===== config.mk =====
export PLATFORM = sky130hd
export DESIGN_NAME = lfu_cache_lru_tiebreak
export DESIGN_NICKNAME = d
export VERILOG_FILES = /design/src/rtl/lfu_pkg.sv /design/src/rtl/lfu_cell.sv /design/src/rtl/lfu_cache_lru_tiebreak.sv
export SDC_FILE = /design/constraint.sdc
export NUM_CORES = 1
export LEC_CHECK = 0
export BUFFER_PORTS_ARGS = -buffer_cell sky130_fd_sc_hd__buf_4
export CELL_PAD_IN_SITES_DETAIL_PLACEMENT = 1
export CELL_PAD_IN_SITES_GLOBAL_PLACEMENT = 1
export CORE_ASPECT_RATIO = 1.5
export CORE_MARGIN = 1
export CORE_UTILIZATION = 40
export DETAILED_ROUTE_END_ITERATION = 12
export PLACE_DENSITY = 0.61
export SLEW_MARGIN = 25
export SYNTH_ARGS = -nofsm -noshare
export SYNTH_HDL_FRONTEND = slang
export SYNTH_SLANG_ARGS = --single-unit

===== constraint.sdc =====
create_clock -name i_clk -period 12.5 [get_ports i_clk]
set_input_delay 0 -clock i_clk [delete_from_list [all_inputs] [get_ports i_clk]]
set_output_delay 0 -clock i_clk [all_outputs]
set_load 0.005 [all_outputs]

===== src/rtl/lfu_pkg.sv =====
package lfu_pkg;

    typedef struct packed {
        logic        cmd;
        logic [31:0] key;
        logic [31:0] value;
    } t_in;

    typedef struct packed {
        logic        hit;
        logic [31:0] read_value;
        logic        evicted;
        logic [31:0] evicted_key;
    } t_out;

    localparam logic CMD_GET = 1'b0;
    localparam logic CMD_PUT = 1'b1;

    localparam logic [3:0] CAP_RESET = 4'd8;

    typedef enum logic [2:0] {
        ST_IDLE,
        ST_SCAN,
        ST_UPDATE,
        ST_INSERT,
        ST_DONE
    } t_state;

    typedef enum logic [1:0] {
        OP_NONE,
        OP_TOUCH,
        OP_REMOVE,
        OP_INSERT
    } t_op;

endpackage


===== src/rtl/lfu_cell.sv =====
module lfu_cell #(
    parameter int CW = 16,
    parameter int RW = 3
) (
    input  logic          i_clk,
    input  logic          i_rst_n,
    input  logic          i_scan_shift,
    input  logic          i_scan_in_valid,
    input  logic [31:0]   i_scan_in_key,
    input  logic [31:0]   i_scan_in_value,
    input  logic [CW-1:0] i_scan_in_count,
    input  logic [RW-1:0] i_scan_in_rank,
    output logic          o_valid,
    output logic [31:0]   o_key,
    output logic [31:0]   o_value,
    output logic [CW-1:0] o_count,
    output logic [RW-1:0] o_rank,
    input  lfu_pkg::t_op  i_op,
    input  logic          i_sel,
    input  logic [RW-1:0] i_ref_rank,
    input  logic [31:0]   i_new_key,
    input  logic [31:0]   i_new_value,
    input  logic          i_write_value
);

    logic          r_valid;
    logic [31:0]   r_key;
    logic [31:0]   r_value;
    logic [CW-1:0] r_count;
    logic [RW-1:0] r_rank;

    always_ff @(posedge i_clk) begin
        if (!i_rst_n) begin
            r_valid <= 1'b0;
        end else if (i_scan_shift) begin
            r_valid <= i_scan_in_valid;
        end else if (i_op == lfu_pkg::OP_REMOVE && i_sel) begin
            r_valid <= 1'b0;
        end else if (i_op == lfu_pkg::OP_INSERT && i_sel) begin
            r_valid <= 1'b1;
        end
    end

    always_ff @(posedge i_clk) begin
        if (i_scan_shift) begin
            r_key   <= i_scan_in_key;
            r_value <= i_scan_in_value;
            r_count <= i_scan_in_count;
            r_rank  <= i_scan_in_rank;
        end else begin
            case (i_op)
                lfu_pkg::OP_TOUCH: begin
                    if (i_sel) begin
                        r_rank <= '0;
                        if (r_count != {CW{1'b1}}) begin
                            r_count <= r_count + 1'b1;
                        end
                        if (i_write_value) begin
                            r_value <= i_new_value;
                        end
                    end else if (r_valid && r_rank < i_ref_rank) begin
                        r_rank <= r_rank + 1'b1;
                    end
                end
                lfu_pkg::OP_REMOVE: begin
                    if (!i_sel && r_valid && r_rank > i_ref_rank) begin
                        r_rank <= r_rank - 1'b1;
                    end
                end
                lfu_pkg::OP_INSERT: begin
                    if (i_sel) begin
                        r_key   <= i_new_key;
                        r_value <= i_new_value;
                        r_count <= {{(CW-1){1'b0}}, 1'b1};
                        r_rank  <= '0;
                    end else if (r_valid) begin
                        r_rank <= r_rank + 1'b1;
                    end
                end
                default: begin
                end
            endcase
        end
    end

    assign o_valid = r_valid;
    assign o_key   = r_key;
    assign o_value = r_value;
    assign o_count = r_count;
    assign o_rank  = r_rank;

endmodule


===== src/rtl/lfu_cache_lru_tiebreak.sv =====
// LFU cache with least-recently-used tie-break.
// The input channel (i_in_valid, o_in_stall, i_in_data) carries a get or put
// of a key and value. The output channel (o_out_valid, i_out_stall,
// o_out_data) returns exactly one result for each input transfer.
// The entries sit in a ring of cells. Each item rotates the ring once,
// comparing the cell at the head with the key and tracking the eviction
// candidate and the first free slot by position. The ST_UPDATE state then
// applies the touch or removal, and ST_INSERT the insertion, to all cells
// at once. The result is registered in ST_UPDATE and offered in ST_DONE;
// a put that inserts an entry passes through ST_INSERT first.
// One item is in work at a time; the next is taken once the result has
// been transferred out.
// While the receiver stalls, the result is held and no new item is taken.
// Reset clears all valid bits, the occupancy and the state machine, and
// sets the capacity register r_cap to 8. Configuration is written through the APB port.
module lfu_cache_lru_tiebreak #(
    parameter int CAPACITY    = 8,
    parameter int COUNT_WIDTH = 16
) (
    input  logic          i_clk,
    input  logic          i_rst_n,
    input  logic          i_in_valid,
    output logic          o_in_stall,
    input  lfu_pkg::t_in  i_in_data,
    output logic          o_out_valid,
    input  logic          i_out_stall,
    output lfu_pkg::t_out o_out_data,
    input  logic          psel,
    input  logic          penable,
    input  logic          pwrite,
    input  logic [1:0]    paddr,
    input  logic [31:0]   pwdata,
    output logic [31:0]   prdata,
    output logic          pready
);

    localparam int RW = (CAPACITY > 1) ? $clog2(CAPACITY) : 1;
    localparam int IW = $clog2(CAPACITY + 1);
    localparam int CW = COUNT_WIDTH;

    logic [3:0]       r_cap;
    lfu_pkg::t_state  r_state, n_state;
    lfu_pkg::t_in     r_req;
    lfu_pkg::t_out    r_res, n_res;
    logic [IW-1:0]    r_cnt, n_cnt;
    logic [IW-1:0]    r_occ, n_occ;
    logic             r_found, n_found;
    logic [RW-1:0]    r_hit_idx, n_hit_idx;
    logic [31:0]      r_hit_val, n_hit_val;
    logic [RW-1:0]    r_hit_rank, n_hit_rank;
    logic             r_vic_ok, n_vic_ok;
    logic [RW-1:0]    r_vic_idx, n_vic_idx;
    logic [31:0]      r_vic_key, n_vic_key;
    logic [CW-1:0]    r_vic_cnt, n_vic_cnt;
    logic [RW-1:0]    r_vic_rank, n_vic_rank;
    logic             r_free_ok, n_free_ok;
    logic [RW-1:0]    r_free_idx, n_free_idx;

    logic             scan_shift;
    lfu_pkg::t_op     op;
    logic [RW-1:0]    op_idx;
    logic [RW-1:0]    ref_rank;
    logic [IW-1:0]    cap_eff;
    logic             cfg_wr;

    logic          c_valid [CAPACITY];
    logic [31:0]   c_key   [CAPACITY];
    logic [31:0]   c_value [CAPACITY];
    logic [CW-1:0] c_count [CAPACITY];
    logic [RW-1:0] c_rank  [CAPACITY];

    assign pready = 1'b1;
    assign cfg_wr = psel && penable && pwrite;
    assign prdata = (paddr == 2'd0) ? {28'd0, r_cap} : 32'd0;

    always_ff @(posedge i_clk) begin
        if (!i_rst_n) begin
            r_cap <= lfu_pkg::CAP_RESET;
        end else if (cfg_wr && paddr == 2'd0) begin
            r_cap <= pwdata[3:0];
        end
    end

    assign cap_eff = ({28'd0, r_cap} > 32'(CAPACITY)) ? IW'(CAPACITY) : IW'(r_cap);

    for (genvar g = 0; g < CAPACITY; g++) begin : g_cell
        localparam int NX = (g + 1) % CAPACITY;
        lfu_cell #(.CW(CW), .RW(RW)) u_cell (
            .i_clk          (i_clk),
            .i_rst_n        (i_rst_n),
            .i_scan_shift   (scan_shift),
            .i_scan_in_valid(c_valid[NX]),
            .i_scan_in_key  (c_key[NX]),
            .i_scan_in_value(c_value[NX]),
            .i_scan_in_count(c_count[NX]),
            .i_scan_in_rank (c_rank[NX]),
            .o_valid        (c_valid[g]),
            .o_key          (c_key[g]),
            .o_value        (c_value[g]),
            .o_count        (c_count[g]),
            .o_rank         (c_rank[g]),
            .i_op           (op),
            .i_sel          (op_idx == RW'(g)),
            .i_ref_rank     (ref_rank),
            .i_new_key      (r_req.key),
            .i_new_value    (r_req.value),
            .i_write_value  (r_req.cmd == lfu_pkg::CMD_PUT)
        );
    end

    always_ff @(posedge i_clk) begin
        if (!i_rst_n) begin
            r_state <= lfu_pkg::ST_IDLE;
            r_occ   <= '0;
        end else begin
            r_state <= n_state;
            r_occ   <= n_occ;
        end
    end

    always_ff @(posedge i_clk) begin
        if (r_state == lfu_pkg::ST_IDLE && i_in_valid) begin
            r_req <= i_in_data;
        end
        r_res      <= n_res;
        r_cnt      <= n_cnt;
        r_found    <= n_found;
        r_hit_idx  <= n_hit_idx;
        r_hit_val  <= n_hit_val;
        r_hit_rank <= n_hit_rank;
        r_vic_ok   <= n_vic_ok;
        r_vic_idx  <= n_vic_idx;
        r_vic_key  <= n_vic_key;
        r_vic_cnt  <= n_vic_cnt;
        r_vic_rank <= n_vic_rank;
        r_free_ok  <= n_free_ok;
        r_free_idx <= n_free_idx;
    end

    always_comb begin
        n_state    = r_state;
        n_res      = r_res;
        n_cnt      = r_cnt;
        n_occ      = r_occ;
        n_found    = r_found;
        n_hit_idx  = r_hit_idx;
        n_hit_val  = r_hit_val;
        n_hit_rank = r_hit_rank;
        n_vic_ok   = r_vic_ok;
        n_vic_idx  = r_vic_idx;
        n_vic_key  = r_vic_key;
        n_vic_cnt  = r_vic_cnt;
        n_vic_rank = r_vic_rank;
        n_free_ok  = r_free_ok;
        n_free_idx = r_free_idx;
        scan_shift = 1'b0;
        op         = lfu_pkg::OP_NONE;
        op_idx     = '0;
        ref_rank   = '0;
        case (r_state)
            lfu_pkg::ST_IDLE: begin
                if (i_in_valid) begin
                    n_state   = lfu_pkg::ST_SCAN;
                    n_cnt     = '0;
                    n_found   = 1'b0;
                    n_vic_ok  = 1'b0;
                    n_free_ok = 1'b0;
                end
            end
            lfu_pkg::ST_SCAN: begin
                scan_shift = 1'b1;
                if (c_valid[0]) begin
                    if (!r_found && c_key[0] == r_req.key) begin
                        n_found    = 1'b1;
                        n_hit_idx  = r_cnt[RW-1:0];
                        n_hit_val  = c_value[0];
                        n_hit_rank = c_rank[0];
                    end
                    if (!r_vic_ok || c_count[0] < r_vic_cnt ||
                        (c_count[0] == r_vic_cnt && c_rank[0] > r_vic_rank)) begin
                        n_vic_ok   = 1'b1;
                        n_vic_idx  = r_cnt[RW-1:0];
                        n_vic_key  = c_key[0];
                        n_vic_cnt  = c_count[0];
                        n_vic_rank = c_rank[0];
                    end
                end else if (!r_free_ok) begin
                    n_free_ok  = 1'b1;
                    n_free_idx = r_cnt[RW-1:0];
                end
                n_cnt = r_cnt + 1'b1;
                if (r_cnt == IW'(CAPACITY - 1)) begin
                    n_state = lfu_pkg::ST_UPDATE;
                end
            end
            lfu_pkg::ST_UPDATE: begin
                n_res   = '0;
                n_state = lfu_pkg::ST_DONE;
                if (r_req.cmd == lfu_pkg::CMD_GET || cap_eff != '0) begin
                    if (r_found) begin
                        op              = lfu_pkg::OP_TOUCH;
                        op_idx          = r_hit_idx;
                        ref_rank        = r_hit_rank;
                        n_res.hit       = 1'b1;
                        n_res.read_value = (r_req.cmd == lfu_pkg::CMD_GET) ? r_hit_val : '0;
                    end else if (r_req.cmd == lfu_pkg::CMD_PUT) begin
                        n_state = lfu_pkg::ST_INSERT;
                        if (r_occ >= cap_eff && r_vic_ok) begin
                            op                = lfu_pkg::OP_REMOVE;
                            op_idx            = r_vic_idx;
                            ref_rank          = r_vic_rank;
                            n_res.evicted     = 1'b1;
                            n_res.evicted_key = r_vic_key;
                            n_free_ok         = 1'b1;
                            n_free_idx        = r_vic_idx;
                            n_occ             = r_occ - 1'b1;
                        end
                    end
                end
            end
            lfu_pkg::ST_INSERT: begin
                n_state = lfu_pkg::ST_DONE;
                if (r_free_ok) begin
                    op     = lfu_pkg::OP_INSERT;
                    op_idx = r_free_idx;
                    n_occ  = r_occ + 1'b1;
                end
            end
            lfu_pkg::ST_DONE: begin
                if (!i_out_stall) begin
                    n_state = lfu_pkg::ST_IDLE;
                end
            end
            default: begin
                n_state = lfu_pkg::ST_IDLE;
            end
        endcase
    end

    assign o_in_stall  = (r_state != lfu_pkg::ST_IDLE);
    assign o_out_valid = (r_state == lfu_pkg::ST_DONE);
    assign o_out_data  = r_res;

endmodule


==> qor.txt <==
final worst path period share: 34.7%
clk sinks: 916
Worst Max-Slew Pin Slew: 1.01 ns
layout overhead on the synthesized area: 16.3%
Placer Congestion: 0.789
Sw Share: 27.5%
die height: 389 um
Pwr Density: 174 mW/mm2
Post-DP HPWL: 63500 um
Max Cap Viol: 0
Data arrival, critical path: 4.69 ns
Final setup violation count: 0
switching power: 0.00223 W
largest net degree at the start of global routing: 130
Hold Path Class: in2reg
Post-Synth Adder-Cell Area: 2.12%
routed via count: 24230
worst skew pair latency: 0.70 ns
status: complete, no violations
Comb power frac: 16.3%
Async SR Flop Fraction: 0%
minimum clock period after layout: 4.34 ns
CP cell instances: nand2b_1 > or2_4 > buf_4 > inv_8 > nor2_1 > nand2_1 > o21ai_1 > buf_4 > a21oi_4 > buf_4
total wire length: 104000 um
CTS H-Tree Depth: 3
CTS Buffer Depth: 3
DRT iter0 DRCs: 1353
unique cell type count in the Yosys netlist: 78
Final Hold Fails: 0
DRT Pass-1 Iters: 5
vias in the first global route: 26335
Final nets: 3273
final setup TNS: 0 ns
Starting Density: 40.5%
predominant post-synthesis flop cell: edfxtp_1
peak supply drop: 0.118 mV
cell count after synthesis: 2884
CP max stage delay: 0.79 ns
row cnt: 141
worst path required time: 12.85 ns
WL/cell: 23.4 um
first-pass GRT wire length: 161000 um
Reg clk slew, reported paths: 0.06 ns
final slew viol count: 0
simple-gate share of the synthesized area: 7.86%
Post-CTS Resized: 0
RSZ-0062 raised after global routing: false
CP most frequent cell: buf_4
port buffer count: 149
critical path type: reg2reg
number of synthesized flops with an enable pin: 897
Netlist Area Pre-Place: 0.0400 mm2
post-route core utilization: 47.1%
sequential area share after synthesis: 68.3%
leak pwr: 18.5 nW
clock root cell: clkbuf_16
Std-Cell Core Area: 0.0988 mm2
Clk pwr share: 33.4%
initial antenna violation count: 3
Max Fanout on Critical Path: 129
CTS tree: done
Flop pwr share: 50.3%
share of cells above drive strength 1: 12.2%
crit end category: flop
Ports: 207
Compound-Gate Fraction of Synth Area: 14.8%
gr usage total: 20.9%
remaining global-route overflow: 0
largest family of logic cells by synthesized area: compound AO/OA/AOI/OAI gates
drt drc: 0
internal power: 0.00588 W
Die Area: 0.101 mm2
mux cell area share after synthesis: 0.250%
mean post-synth cell area: 13.9 um2
max_slew headroom: 32.4%
Synth Register Bits: 916
YS warnings: 0
number of antenna diodes: 0
Fmax: 231 MHz
Max Clock Skew: 0.0380 ns
XOR/XNOR share of the synthesized area: 3.57%
chip width: 260 um
startpoint type of the worst setup path: flop
Inserted Clock Buffers: 92
ANT nets after route: 0
drt via density: 5.44
CP max stage cell: nor2_1
[cells in the mapped netlist, types with 18 or more instances]
cell type	number	area share [%]
a21o_1	529	9.9
a21oi_1	40	0.50
a31oi_1	22	0.34
and2_0	18	0.28
and2_1	85	1.3
and3_1	58	0.91
buf_4	29	0.54
clkbuf_1	145	1.4
clkbuf_2	30	0.38
dfxtp_1	19	0.95
edfxtp_1	897	67
ha_1	66	2.1
inv_1	44	0.41
nand2_1	236	2.2
nand3_1	75	0.94
nor2_1	62	0.58
nor3_1	18	0.23
o21ai_0	132	1.7
o31ai_1	27	0.51
xnor2_1	67	1.5
xor2_1	96	2.1
[final timing paths]
kind / startpoint / endpoint / slack [ns] / cells past startpoint
worst max-delay path: r_state[1] / g_cell[7].u_cell.o_value[5] / 8.16 / 10
worst min-delay path: i_in_data[27] / r_req[27] / 0.05 / 2
worst max register to register: r_state[1] / g_cell[7].u_cell.o_value[5] / 8.16 / 10
worst min register to register: g_cell[0].u_cell.o_value[12] / r_hit_val[12] / 0.46 / 0
[power by group through the flow]
| stage | combinational (W) | clock [W] | sequential [W] |
|---|---|---|---|
| floorplan | 0.000906 | 0 | 0.00408 |
| global placement | 0.00125 | 0 | 0.00413 |
| detailed placement | 0.00131 | 0 | 0.00414 |
| CTS | 0.00135 | 0.00278 | 0.00408 |
| global route | 0.00147 | 0.00288 | 0.00411 |
| finish | 0.00132 | 0.00271 | 0.00408 |
[final cells by class]
type	instances	area, um2
inverter	45	178
timing repair buffer	321	2730
clock inverter	51	464
clock buffer	114	2430
tap	1287	1610
multi-input combinational	1724	11800
fill	9909	52300
sequential	916	27300
[state kept, by name (all words and copies together) (netlist names), 3 cells and up]
signal / cells
g_cell.u_cell.o_count: 128
r_free_idx: 3
r_vic_cnt: 16
r_req: 65
r_state: 3
g_cell.u_cell.o_valid: 8
g_cell.u_cell.o_key: 256
r_vic_key: 32
r_cap: 4
o_out_data: 66
r_hit_idx: 3
r_occ: 4
g_cell.u_cell.o_value: 256
g_cell.u_cell.o_rank: 24
r_vic_rank: 3
r_hit_rank: 3
r_cnt: 4
r_hit_val: 32
r_vic_idx: 3
[routing by layer]
| metal | track usage, % | part of all wire (%) | up-vias |
|---|---|---|---|
| met5 | 0 | 0.0077 | - |
| met1 | 25.2 | 41 | 12542 |
| met4 | 7.41 | 3.0 | 2 |
| met2 | 37.7 | 53 | 404 |
| li1 | - | - | 11116 |
| met3 | 2.79 | 3.2 | 166 |
[cells in the final DEF, fill, tap and decap left out, drive strengths merged, types with 5 or more instances in the layout]
| cell type | Yosys | routed |
|---|---|---|
| and3 | 58 | 58 |
| dlygate4sd3 | 0 | 125 |
| o21ai | 135 | 135 |
| mux2i | 10 | 10 |
| bufinv | 0 | 5 |
| nor3 | 19 | 19 |
| xnor2 | 67 | 67 |
| nor4b | 5 | 5 |
| clkinvlp | 0 | 5 |
| a31oi | 22 | 22 |
| o311ai | 5 | 5 |
| ha | 66 | 66 |
| o22ai | 7 | 7 |
| clkinv | 0 | 39 |
| nor4 | 12 | 12 |
| edfxtp | 897 | 897 |
| nor2 | 62 | 62 |
| dfxtp | 19 | 19 |
| conb | 2 | 29 |
| nor2b | 9 | 9 |
| xor2 | 96 | 96 |
| o211ai | 7 | 7 |
| a21o | 529 | 529 |
| a31o | 6 | 6 |
| nand3 | 82 | 82 |
| and4 | 9 | 9 |
| and2 | 103 | 103 |
| inv | 45 | 47 |
| a21oi | 41 | 41 |
| o31ai | 28 | 28 |
| nand4 | 15 | 15 |
| clkbuf | 175 | 114 |
| nand2 | 236 | 236 |
| a211oi | 11 | 11 |
| buf | 51 | 196 |
| a22oi | 9 | 9 |
[worst max-delay path: cells and delay by family (launching register included)]
kind	cells	cell delay [ns]
buffers and inverters	4	1.54
AOI/OAI and AO/OA	2	0.26
DFF	1	0.42
and+or+nand+nor	4	1.61
[metrics by stage]
step,hold WS (ns),cells,area [um2],total power (W),setup slack (ns)
6_report,0.0460,4458,46500,0.00811,8.16
5_1_grt,0.0221,4458,46500,0.00846,7.85
4_1_cts,0.00138,4458,46500,0.00822,8.14
3_5_place_dp,0.179,4168,42400,0.00545,8.19
3_3_place_gp,0.179,4168,42300,0.00538,8.24
2_1_floorplan,0.0300,2911,40100,0.00498,6.71
[repair_timing]
action | in CTS | in global routing
setup buffers | 0 | 0
hold endpoints to repair | 99 | 0
hold buffers | 125 | 0
setup endpoints to repair | 0 | 0
[cells by family after synthesis]
group | count (synthesis)
XOR/XNOR | 163
flip-flops | 916
AO/OA/AOI/OAI | 833
AND/OR/NAND/NOR | 622
other | 2
adder cells (fa/ha/maj) | 67
buffers and inverters | 271
multiplexers | 10
Power figures use the tool's default switching activity.
